$ cat config.mk
export PLATFORM = sky130hd
export DESIGN_NAME = wspt_ctrl
export DESIGN_NICKNAME = d
export VERILOG_FILES = /design/src/rtl/window_speed_peak_tracker_defines.svh /design/src/rtl/wspt_pkg.sv /design/src/rtl/wspt_ctrl.sv
export SDC_FILE = /design/constraint.sdc
export NUM_CORES = 1
export LEC_CHECK = 0
export BUFFER_PORTS_ARGS = -buffer_cell sky130_fd_sc_hd__buf_2
export CAP_MARGIN = 10
export CORE_AREA = 2 2 39 41
export DETAILED_ROUTE_END_ITERATION = 10
export DIE_AREA = 0 0 41 43
export PLACE_DENSITY = 0.71
export SYNTH_ARGS = -nofsm -noshare
export SYNTH_HDL_FRONTEND = slang
export SYNTH_SLANG_ARGS = --single-unit
$ cat constraint.sdc
create_clock -name clk -period 2.7 [get_ports clk]
set_input_delay 0 -clock clk [delete_from_list [all_inputs] [get_ports clk]]
set_output_delay 0 -clock clk [all_outputs]
set_load 0.05 [all_outputs]
$ cat src/rtl/window_speed_peak_tracker_defines.svh
// Assertion helpers shared by the block.
`ifndef WINDOW_SPEED_PEAK_TRACKER_DEFINES_SVH
`define WINDOW_SPEED_PEAK_TRACKER_DEFINES_SVH

// Same-cycle implication, sampled on clk, off while rst_n is low.
`define WSPT_ASSERT_IMP(name, pre, post) \
    name: assert property (@(posedge clk) disable iff (!rst_n) (pre) |-> (post)) \
        else $error("window speed peak tracker: same-cycle check failed");

// Next-cycle implication, sampled on clk, off while rst_n is low.
`define WSPT_ASSERT_NXT(name, pre, post) \
    name: assert property (@(posedge clk) disable iff (!rst_n) (pre) |=> (post)) \
        else $error("window speed peak tracker: next-cycle check failed");

`endif

$ cat src/rtl/wspt_pkg.sv
package wspt_pkg;

    // Storage sizes.
    localparam int RING_DEPTH  = 1024;
    localparam int RING_AW     = $clog2(RING_DEPTH);
    localparam int TOP_ENTRIES = 5;
    localparam int TOP_IW      = $clog2(TOP_ENTRIES + 1);

    // Field and register widths.
    localparam int LEN_W   = 10;
    localparam int SPD_W   = 16;
    localparam int SUM_W   = 26;
    localparam int CNT_W   = 32;
    localparam int START_W = 33;
    localparam int ST_W    = CNT_W + 2;
    localparam int DIVC_W  = $clog2(SUM_W);

    localparam logic [LEN_W-1:0] LEN_RESET = LEN_W'(100);

    // Configuration register indexes.
    localparam logic CFG_WINDOW_LEN = 1'b0;
    localparam logic CFG_TOP_ENABLE = 1'b1;

    typedef enum logic [1:0] {
        MODE_SAMPLE = 2'd0,
        MODE_CLEAR  = 2'd1,
        MODE_READ   = 2'd2,
        MODE_NONE   = 2'd3
    } mode_t;

    typedef enum logic [2:0] {
        ST_IDLE,
        ST_SUM,
        ST_DIV,
        ST_AVG,
        ST_SCAN,
        ST_SORT,
        ST_RESP,
        ST_READ
    } state_t;

    typedef enum logic [1:0] {
        ACT_NEXT,
        ACT_SORT,
        ACT_DONE
    } scan_act_t;

    typedef struct packed {
        logic load;
        logic clear;
        logic sum_init;
        logic div_step;
        logic avg_set;
        logic scan_step;
        logic sort_step;
        logic count_inc;
        logic out_load;
        logic read_start;
        logic read_load;
    } cmd_t;

    typedef struct packed {
        logic      div_last;
        logic      list_skip;
        scan_act_t scan_act;
        logic      sort_done;
        logic      out_free;
        logic      read_last;
    } sts_t;

endpackage

$ cat src/rtl/wspt_ctrl.sv
module wspt_ctrl (
    input  logic            clk,
    input  logic            rst_n,
    input  logic            in_valid,
    input  logic [1:0]      mode,
    input  wspt_pkg::sts_t  sts,
    output logic            in_ready,
    output wspt_pkg::cmd_t  cmd
);

    wspt_pkg::state_t state_reg;
    wspt_pkg::state_t state_next;

    // State register.
    always_ff @(posedge clk or negedge rst_n)
    begin
        if (!rst_n)
        begin
            state_reg <= wspt_pkg::ST_IDLE;
        end
        else
        begin
            state_reg <= state_next;
        end
    end

    // Next state and commands to the datapath.
    always_comb
    begin
        state_next = state_reg;
        cmd        = '0;
        in_ready   = 1'b0;
        case (state_reg)
            wspt_pkg::ST_IDLE:
            begin
                in_ready = 1'b1;
                if (in_valid)
                begin
                    case (wspt_pkg::mode_t'(mode))
                        wspt_pkg::MODE_SAMPLE:
                        begin
                            cmd.load   = 1'b1;
                            state_next = wspt_pkg::ST_SUM;
                        end
                        wspt_pkg::MODE_CLEAR:
                        begin
                            cmd.clear  = 1'b1;
                            state_next = wspt_pkg::ST_RESP;
                        end
                        wspt_pkg::MODE_READ:
                        begin
                            cmd.read_start = 1'b1;
                            state_next     = wspt_pkg::ST_READ;
                        end
                        default:
                        begin
                            state_next = wspt_pkg::ST_IDLE;
                        end
                    endcase
                end
            end
            wspt_pkg::ST_SUM:
            begin
                cmd.sum_init = 1'b1;
                state_next   = wspt_pkg::ST_DIV;
            end
            wspt_pkg::ST_DIV:
            begin
                cmd.div_step = 1'b1;
                if (sts.div_last)
                begin
                    state_next = wspt_pkg::ST_AVG;
                end
            end
            wspt_pkg::ST_AVG:
            begin
                cmd.avg_set = 1'b1;
                if (sts.list_skip)
                begin
                    cmd.count_inc = 1'b1;
                    state_next    = wspt_pkg::ST_RESP;
                end
                else
                begin
                    state_next = wspt_pkg::ST_SCAN;
                end
            end
            wspt_pkg::ST_SCAN:
            begin
                cmd.scan_step = 1'b1;
                case (sts.scan_act)
                    wspt_pkg::ACT_SORT:
                    begin
                        state_next = wspt_pkg::ST_SORT;
                    end
                    wspt_pkg::ACT_DONE:
                    begin
                        cmd.count_inc = 1'b1;
                        state_next    = wspt_pkg::ST_RESP;
                    end
                    default:
                    begin
                        state_next = wspt_pkg::ST_SCAN;
                    end
                endcase
            end
            wspt_pkg::ST_SORT:
            begin
                if (sts.sort_done)
                begin
                    cmd.count_inc = 1'b1;
                    state_next    = wspt_pkg::ST_RESP;
                end
                else
                begin
                    cmd.sort_step = 1'b1;
                end
            end
            wspt_pkg::ST_RESP:
            begin
                if (sts.out_free)
                begin
                    cmd.out_load = 1'b1;
                    state_next   = wspt_pkg::ST_IDLE;
                end
            end
            wspt_pkg::ST_READ:
            begin
                if (sts.out_free)
                begin
                    cmd.read_load = 1'b1;
                    if (sts.read_last)
                    begin
                        state_next = wspt_pkg::ST_IDLE;
                    end
                end
            end
            default:
            begin
                state_next = wspt_pkg::ST_IDLE;
            end
        endcase
    end

endmodule

==> results.sh, run 1 <==
export IMPL_cts_root_buffer="clkbuf_4"
export IMPL_synth_distinct_cells=28
export IMPL_yosysMostFrequentCell="nor2_1"
export IMPL_synth_avg_cell_area_sq_um=7.78
export IMPL_avgRoutedWirePerCell_microns=10.7
export IMPL_worstSkewPairLatency_ns=0.23
export IMPL_area_growth_pct=27.8
export IMPL_yosys_area_top_type="dfrtp_1"
export IMPL_combPwrFrac=0.641
export IMPL_power_density_nw_per_um2=1140
export IMPL_synth_flop_cell="dfrtp_1"
export IMPL_die_height_microns=43
export IMPL_start_util=0.332
export IMPL_cp_required_ns=2.70
export IMPL_pwr_share_clk=0.117
export IMPL_largest_register_ffs=3
export IMPL_coreArea_sq_um=1380
export IMPL_hold_violations=0
export IMPL_arrival_ns=1.61
export IMPL_drt_total_wl_mm=1.05
export IMPL_synth_cells=59
export IMPL_post_cts_buffers=0
export IMPL_die_area_sq_um=1760
export IMPL_drv_slew=0
export IMPL_cts_buffers=3
export IMPL_antenna_cells=0
export IMPL_cts_sinks=3
export IMPL_switching_share=0.594
export IMPL_yosys_warnings=0
export IMPL_via_per_inst=5.01
export IMPL_firstDrtPassIters=4
export IMPL_finalSetupViolCount=0
export IMPL_hpwlAfterDp_microns=807
export IMPL_htree_num_levels=1
export IMPL_pin_count=24
export IMPL_hold_class="primary input to async pin"
export IMPL_period_minus_slack_ns=1.61
export IMPL_synth_edf_count=0
export IMPL_p_int_mw=0.270
export IMPL_cp_max_fo=18
export IMPL_rsz0062_at_grt="false"
export IMPL_die_w_microns=41
export IMPL_worst_setup_path_end_kind="output pin"
export IMPL_synth_top_area_frac=0.163
export IMPL_nets=99
export IMPL_ant_nets=0
export IMPL_power_mw=0.666
export IMPL_grt_pass1_wl_mm=1.65
export IMPL_io_buffers=23
export IMPL_num_vias=491
export IMPL_netlist_area_sq_um=459
export IMPL_synth_area_leaders="dfrtp_1, ha_1, nor2_1"
export IMPL_place_congestion=0.797
export IMPL_finalCritPeriodShare=0.598
export IMPL_gr_total_overflow=0
export IMPL_timing_slew_headroom=0.639
export IMPL_grt_max_degree=19
export IMPL_drv_cap=0
export IMPL_reg2regPathDepth=4
export IMPL_ys_seq_elements=3
export IMPL_clkSlewWorstSetupHoldPaths_ns=0.04
export IMPL_vdd_ir_drop_max_mv=0.474
export IMPL_cts_tree="yes"
export IMPL_worst_slew_pin_slew_ns=0.541
export IMPL_status="complete, no violations"
export IMPL_grt_pass1_vias=413
export IMPL_layout_drive_gt1_share=0.366
export IMPL_gr_usage_all_layers=0.136
export IMPL_synthTopCellsByCount="nor2_1, and3_1, ha_1, o21ai_0"
export IMPL_leakage_nw=0.326
export IMPL_async_reset_ff_frac=1.00
export IMPL_fmax_mhz=620
export IMPL_core_rowCount=14
export IMPL_fin_setup_tns_ns=0
export IMPL_syn_nets=75
export IMPL_path_class="register to output pin"
export IMPL_ys_seq_area_frac=0.163
export IMPL_clk_path_buf_depth=2
export IMPL_seqPwrFrac=0.242
export IMPL_cp_start_kind="register"
export IMPL_antenna_found_initial=0
export IMPL_drc_errors=0
export IMPL_drt_iter0_markers=4
export IMPL_power_net_switching_mw=0.396
export IMPL_skew_ns=0.00530
-- path summary, 6_finish.rpt --
| check | startpoint | to | slack [ns] |
|---|---|---|---|
| min in group clk | sts[4] | state_reg[0]$_DFFE_PN0P_ | 0.15 |
| hold reg to reg | state_reg[0]$_DFFE_PN0P_ | state_reg[0]$_DFFE_PN0P_ | 0.80 |
| setup / recovery | state_reg[2]$_DFFE_PN0P_ | cmd[10] | 1.09 |
| hold / removal | rst_n | state_reg[0]$_DFFE_PN0P_ | 0.09 |
| setup reg to reg | state_reg[1]$_DFFE_PN0P_ | state_reg[0]$_DFFE_PN0P_ | 1.22 |
| max in group asynchronous | rst_n | state_reg[2]$_DFFE_PN0P_ | 2.50 |
-- kinds of logic (layout without fill, tap and decap cells) --
logic type,after synthesis,count (layout),synth area share
simple gates,25,25,0.308
buf+inv,9,32,0.134
fa+ha+maj,4,4,0.109
flops,3,3,0.163
mux,2,2,0.0436
compound gates,16,16,0.243
-- layout by cell type (no fill, tap or decap), types with 3 or more instances in the layout --
master and count:
buf_2 23, nor2_1 9, and3_1 4, o21ai_0 4, ha_1 4, inv_1 3, a21oi_1 3, clkbuf_4 3
dfrtp_1 3
-- worst max-delay path, cell delays in order, from the launching register on --
cell and delay, ns:
dfrtp_1 0.57, nor3_1 0.36, and3_1 0.20, buf_2 0.26
-- layer usage --
metal  global-route usage  vias up  share of wire
li1                     -      258              -
met1                0.169      218           0.44
met5                    0        -              0
met2                0.203       15           0.49
met3               0.0314        0          0.062
met4               0.0800        0              0
-- repair_timing --
item	in CTS	in global routing
hold endpoints to repair	3	0
hold buffers	1	0
gates resized for setup	0	0
-- stage by stage --
step	util	hold WS [ns]	instance area, sq um	setup slack (ns)	instances
after floorplan	-	-0.296	459	0.399	59
after global placement	0.398	-0.205	551	1.26	93
after detailed placement	0.398	-0.201	551	1.21	93
after CTS	0.424	0.0832	587	1.07	98
after global routing	0.424	0.113	587	0.959	98
final	0.424	0.0898	587	1.09	98
-- power by group through the flow --
stage          sequential [mW]  clock, mW  combinational, mW
4_1_cts                  0.163     0.0814              0.430
3_5_place_dp             0.162          0              0.427
6_report                 0.161     0.0781              0.427
5_1_grt                  0.173     0.0842              0.458
2_1_floorplan           0.0795          0              0.469
3_3_place_gp             0.158          0              0.423
-- final cells by class --
class,count,area (sq um)
timing repair buffer,24,125
sequential,3,75.1
fill,151,797
clock buffer,4,26.3
multi-input combinational,47,323
inverter,4,17.5
tap,16,20.0
Note: power is estimated with default switching activity, not from simulation.
==> inputs of run 2 (changes only) <==
--- a/config.mk
+++ b/config.mk
@@ -10,7 +10,7 @@
 export CORE_AREA = 2 2 39 41
 export DETAILED_ROUTE_END_ITERATION = 10
 export DIE_AREA = 0 0 41 43
-export PLACE_DENSITY = 0.71
+export PLACE_DENSITY = 0.73
 export SYNTH_ARGS = -nofsm -noshare
 export SYNTH_HDL_FRONTEND = slang
 export SYNTH_SLANG_ARGS = --single-unit
==> constraint.sdc (replaced) <==
create_clock -name clk -period 1.4 [get_ports clk]
set_input_delay 0 -clock clk [delete_from_list [all_inputs] [get_ports clk]]
set_output_delay 0 -clock clk [all_outputs]
set_load 0.05 [all_outputs]
==> run 2 against run 1 <==
Die area stayed put. Global-route usage increased by 1.3 points. Core utilization rose by 13 points. Register-to-register slack worse by 1.1 ns. Critical endpoint unchanged. Largest power group unchanged. Design area is 32% higher. Cell count grew 12%.
==> results.sh, run 2 (synthesized netlist as in run 1, its figures left out) <==
export IMPL_area_growth_pct=68.4
export IMPL_cp_max_fo=5
export IMPL_grt_pass1_wl_mm=1.85
export IMPL_whs_ns=0.0947
export IMPL_timing_slew_headroom=0.808
export IMPL_start_util=0.332
export IMPL_layout_drive_gt1_share=0.553
export IMPL_drt_total_wl_mm=1.25
export IMPL_antenna_found_initial=0
export IMPL_place_congestion=0.852
export IMPL_power_net_switching_mw=0.907
export IMPL_hpwlAfterDp_microns=865
export IMPL_finalSetupViolCount=0
export IMPL_place_inst=98
export IMPL_multi_input_area_sq_um=372
export IMPL_fmax_mhz=729
export IMPL_ant_nets=0
export IMPL_clk_path_buf_depth=2
export IMPL_seq_area_sq_um=78.8
export IMPL_pwr_share_clk=0.093
export IMPL_clkSlewWorstSetupHoldPaths_ns=0.04
export IMPL_crit_path_start="state_reg[0]$_DFFE_PN0P_"
export IMPL_antenna_cells=0
export IMPL_combPwrFrac=0.788
export IMPL_period_minus_slack_ns=1.37
export IMPL_arrival_ns=1.37
export IMPL_mostFrequentLayoutCell="buf_2"
export IMPL_hold_violations=0
export IMPL_vdd_ir_drop_max_mv=1.31
export IMPL_grt_max_degree=12
export IMPL_drv_cap=0
export IMPL_cts_root_buffer="clkbuf_4"
export IMPL_rsz0062_at_grt="true"
export IMPL_utilization=0.559
export IMPL_die_w_microns=41
export IMPL_drt_iter0_markers=10
export IMPL_layout_common_cells="buf_2, buf_4, nor2_1"
export IMPL_worst_slew_pin_slew_ns=0.285
export IMPL_r2r_start="state_reg[0]$_DFFE_PN0P_"
export IMPL_die_area_sq_um=1760
export IMPL_htree_num_levels=1
export IMPL_via_per_inst=5.05
export IMPL_io_buffers=23
export IMPL_seqPwrFrac=0.119
export IMPL_dp_slack_ns=0.0305
export IMPL_firstDrtPassIters=4
export IMPL_coreArea_sq_um=1380
export IMPL_worstSkewPairLatency_ns=0.24
export IMPL_path_class="register to output pin"
export IMPL_power_density_nw_per_um2=2230
export IMPL_die_height_microns=43
export IMPL_fin_setup_tns_ns=0
export IMPL_p_int_mw=0.820
export IMPL_fill_cells=130
export IMPL_cts_sinks=3
export IMPL_drc_errors=0
export IMPL_largest_register_ffs=3
export IMPL_hold_class="primary input to async pin"
export IMPL_fin_cells=110
export IMPL_drv_slew=0
export IMPL_leakage_nw=0.393
export IMPL_cts_tree="yes"
export IMPL_avgRoutedWirePerCell_microns=11.4
export IMPL_finalCritPeriodShare=0.979
export IMPL_cp_required_ns=1.40
export IMPL_status="complete, no violations"
export IMPL_num_vias=556
export IMPL_pin_count=24
export IMPL_worst_slack_ns=0.0289
export IMPL_gr_usage_all_layers=0.149
export IMPL_worst_setup_path_end_kind="output pin"
export IMPL_cp_start_kind="register"
export IMPL_gr_total_overflow=0
export IMPL_cts_buffers=3
export IMPL_core_rowCount=14
export IMPL_grt_pass1_vias=451
export IMPL_nets=111
export IMPL_skew_ns=0.00394
export IMPL_switching_share=0.525
==> run 2: area by class of cell <==
class | count | area share
multi-input cells | 47 | 0.481
repair buffers | 36 | 0.335
flip-flops and latches | 3 | 0.102
clock buffers | 4 | 0.0340
well taps | 16 | 0.0259
inverters | 4 | 0.0227
==> run 2: critical path: stages (launching register included) <==
cell and delay (ns):
dfrtp_2 0.45, buf_4 0.17, nor3_4 0.15, and3_1 0.20
buf_6 0.16
==> run 2: power groups by stage <==
| stage | Combinational [mW] | Sequential [mW] | Clock [mW] |
|---|---|---|---|
| floorplan | 1.01 | 0.153 | 0 |
| global placement | 1.11 | 0.225 | 0 |
| detailed placement | 1.12 | 0.230 | 0 |
| CTS | 1.19 | 0.224 | 0.161 |
| global route | 1.46 | 0.212 | 0.168 |
| finish | 1.36 | 0.206 | 0.160 |
==> run 2: worst paths after layout <==
check / endpoint / slack, ns / depth (start not counted)
hold reg to reg: state_reg[2]$_DFFE_PN0P_ / 0.69 / 2
setup / recovery: cmd[10] / 0.03 / 4
hold / removal: state_reg[0]$_DFFE_PN0P_ / 0.09 / 2
min in group clk: state_reg[0]$_DFFE_PN0P_ / 0.14 / 4
setup reg to reg: state_reg[0]$_DFFE_PN0P_ / 0.10 / 4
max in group asynchronous: state_reg[1]$_DFFE_PN0P_ / 1.18 / 2
==> run 2: stage by stage <==
stage / power [mW] / instance area [sq um]
2_1_floorplan: 1.16 / 505
3_3_place_gp: 1.33 / 634
3_5_place_dp: 1.35 / 634
4_1_cts: 1.58 / 706
5_1_grt: 1.84 / 773
6_report: 1.73 / 773
==> run 2: repair_timing <==
| item | 4_1_cts | 5_1_grt |
|---|---|---|
| hold buffers | 1 | 0 |
| endpoints found under the hold margin | 3 | 0 |
| gates resized for setup | 12 | 6 |
| pin swaps | 0 | 3 |
| setup endpoints to repair | 9 | 10 |
| buffers inserted | 1 | 6 |
==> run 2: metal layers <==
metal / routed length, microns / global-route usage / vias to the layer above
met5: 0 / 0 / -
met4: 12 / 0.0400 / 0
met3: 87 / 0.0314 / 4
met2: 628 / 0.247 / 28
met1: 524 / 0.186 / 246
li1: - / - / 278
==> inputs of run 3 (changes only) <==
--- a/config.mk
+++ b/config.mk
@@ -5,12 +5,13 @@
 export SDC_FILE = /design/constraint.sdc
 export NUM_CORES = 1
 export LEC_CHECK = 0
+export ABC_AREA = 1
 export BUFFER_PORTS_ARGS = -buffer_cell sky130_fd_sc_hd__buf_2
 export CAP_MARGIN = 10
-export CORE_AREA = 2 2 39 41
+export CORE_UTILIZATION = 41
+export CTS_BUF_LIST = sky130_fd_sc_hd__clkbuf_8 sky130_fd_sc_hd__clkbuf_16
 export DETAILED_ROUTE_END_ITERATION = 10
-export DIE_AREA = 0 0 41 43
-export PLACE_DENSITY = 0.73
+export PLACE_DENSITY = 0.8
 export SYNTH_ARGS = -nofsm -noshare
 export SYNTH_HDL_FRONTEND = slang
 export SYNTH_SLANG_ARGS = --single-unit
==> run 3 against run 2 <==
Global-route usage up 6.4 points. Sequential power up 18%. Clock skew fell by 0.0014 ns. Sequential cell count is the same. First-iteration DRC count increased by 60%.
==> results.sh, run 3 <==
export IMPL_status="complete, no violations"
export IMPL_core_rowCount=12
export IMPL_drv_slew=0
export IMPL_netlist_area_sq_um=558
export IMPL_r2r_start="state_reg[2]$_DFFE_PN0P_"
export IMPL_synthTopCellsByCount="nand2_1, inv_1, nand3_1, ha_1, nor2_1"
export IMPL_arrival_ns=1.34
export IMPL_ys_seq_elements=3
export IMPL_path_class="register to output pin"
export IMPL_dp_slack_ns=0.0537
export IMPL_clk_path_buf_depth=2
export IMPL_mostFrequentLayoutCell="nand2_1"
export IMPL_layout_drive_gt1_share=0.519
export IMPL_htree_num_levels=1
export IMPL_power_density_nw_per_um2=2260
export IMPL_gr_total_overflow=0
export IMPL_clkSlewWorstSetupHoldPaths_ns=0.03
export IMPL_area_growth_pct=49.3
export IMPL_utilization=0.703
export IMPL_cts_root_buffer="clkbuf_8"
export IMPL_synth_area_leaders="dfrtp_1, nand2_1, nand3_4"
export IMPL_grt_max_degree=13
export IMPL_firstDrtPassIters=4
export IMPL_worst_slack_ns=0.0552
export IMPL_worst_slew_pin_slew_ns=0.240
export IMPL_vdd_ir_drop_max_mv=1.10
export IMPL_io_buffers=23
export IMPL_synth_top_area_frac=0.135
export IMPL_num_vias=596
export IMPL_crit_path_start="state_reg[2]$_DFFE_PN0P_"
export IMPL_yosys_area_top_type="dfrtp_1"
export IMPL_nets=125
export IMPL_cts_buffers=3
export IMPL_cts_sinks=3
export IMPL_cp_start_kind="register"
export IMPL_largest_register_ffs=3
export IMPL_avgRoutedWirePerCell_microns=11.3
export IMPL_layout_common_cells="nand2_1, buf_2, inv_1"
export IMPL_cp_max_fo=8
export IMPL_cts_tree="yes"
export IMPL_die_area_sq_um=1510
export IMPL_period_minus_slack_ns=1.34
export IMPL_cp_required_ns=1.40
export IMPL_hold_violations=0
export IMPL_place_congestion=0.895
export IMPL_grt_pass1_vias=543
export IMPL_rsz0062_at_grt="false"
export IMPL_ant_nets=0
export IMPL_ys_seq_area_frac=0.135
export IMPL_leakage_nw=0.462
export IMPL_power_mw=1.88
export IMPL_synth_edf_count=0
export IMPL_gr_usage_all_layers=0.214
export IMPL_via_per_inst=4.89
export IMPL_drc_errors=0
export IMPL_syn_nets=93
export IMPL_die_height_microns=38.9
export IMPL_drv_cap=0
export IMPL_seq_area_sq_um=77.6
export IMPL_synth_distinct_cells=23
export IMPL_skew_ns=0.00256
export IMPL_antenna_cells=0
export IMPL_start_util=0.470
export IMPL_async_reset_ff_frac=1.00
export IMPL_drt_total_wl_mm=1.38
export IMPL_finalSetupViolCount=0
export IMPL_pin_count=24
export IMPL_antenna_found_initial=0
export IMPL_hpwlAfterDp_mm=1.01
export IMPL_synth_flop_cell="dfrtp_1"
export IMPL_worstSkewPairLatency_ns=0.22
export IMPL_whs_ns=0.109
export IMPL_fmax_mhz=744
export IMPL_grt_pass1_wl_mm=2.22
export IMPL_drt_iter0_markers=16
export IMPL_yosysMostFrequentCell="nand2_1"
export IMPL_coreArea_sq_um=1190
export IMPL_hold_class="primary input to async pin"
export IMPL_yosys_warnings=0
export IMPL_timing_slew_headroom=0.840
export IMPL_multi_input_area_sq_um=407
export IMPL_worst_setup_path_end_kind="output pin"
export IMPL_synth_avg_cell_area_sq_um=7.25
export IMPL_fill_cells=93
export IMPL_synth_cells=77
export IMPL_finalCritPeriodShare=0.961
export IMPL_die_w_microns=38.9
-- run 3: cell count changes after synthesis, moves of 3 or more --
| cell | delta |
|---|---|
| nand2_1 | +16 |
| inv_1 | +9 |
| nor2_1 | -5 |
| and3_1 | -4 |
| inv_2 | +3 |
| nand3_1 | +3 |
| nand3_4 | +3 |
| nand4_1 | +3 |
| nor2_4 | +3 |
| o21ai_0 | -3 |
-- run 3: path summary, 6_finish.rpt --
path	to	slack [ns]	depth (start not counted)
hold / removal	state_reg[2]$_DFFE_PN0P_	0.11	2
max in group asynchronous	state_reg[0]$_DFFE_PN0P_	1.17	2
setup reg to reg	state_reg[1]$_DFFE_PN0P_	0.18	6
min in group clk	state_reg[0]$_DFFE_PN0P_	0.17	5
hold reg to reg	state_reg[0]$_DFFE_PN0P_	0.67	2
setup / recovery	cmd[1]	0.06	4
-- run 3: kinds of logic (layout without fill, tap and decap cells) --
group | Yosys count | in the layout | share of synthesized area
fa+ha+maj | 4 | 4 | 0.0897
buf+inv | 20 | 51 | 0.182
simple gates | 47 | 47 | 0.567
compound gates | 3 | 3 | 0.0269
flops | 3 | 3 | 0.135
-- run 3: critical path, cell delays in order (launching register included) --
cell,delay (ns)
dfrtp_2,0.49
nor3_4,0.24
inv_2,0.10
nor3_4,0.12
buf_6,0.18
-- run 3: layer usage --
| metal | wire, microns | track usage | vias up |
|---|---|---|---|
| li1 | - | - | 308 |
| met1 | 617 | 0.271 | 259 |
| met2 | 680 | 0.358 | 25 |
| met3 | 57 | 0.0289 | 4 |
| met4 | 24 | 0.0862 | 0 |
| met5 | 0 | 0 | - |
-- run 3: report_power, final --
| group | internal (mW) | leakage, nW | total (mW) | switching (mW) |
|---|---|---|---|---|
| clock network | 0.187 | 0.0269 | 0.249 | 0.0617 |
| registers | 0.137 | 0.0349 | 0.243 | 0.106 |
| logic | 0.487 | 0.401 | 1.39 | 0.906 |
| total | 0.811 | 0.462 | 1.88 | 1.07 |
-- run 3: through the flow --
step,area (sq um),setup TNS (ns),cells
detailed placement,721,0,114
floorplan,583,-1.16,77
global route,833,0,122
global placement,721,0,114
CTS,803,0,120
finish,833,0,122
-- run 3: cell type report --
cell class	instances	area share
well taps	14	0.0210
multi-input cells	54	0.488
inverters	17	0.0856
flip-flops and latches	3	0.0931
clock buffers	3	0.0495
clock inverters	1	0.00450
repair buffers	30	0.258
-- run 3: what timing repair did --
action,CTS,global route
hold buffers,1,0
pin swaps,1,2
endpoints found under the setup margin,8,7
endpoints found under the hold margin,3,0
setup buffers,1,2
gates cloned,0,0
gates resized for setup,8,6
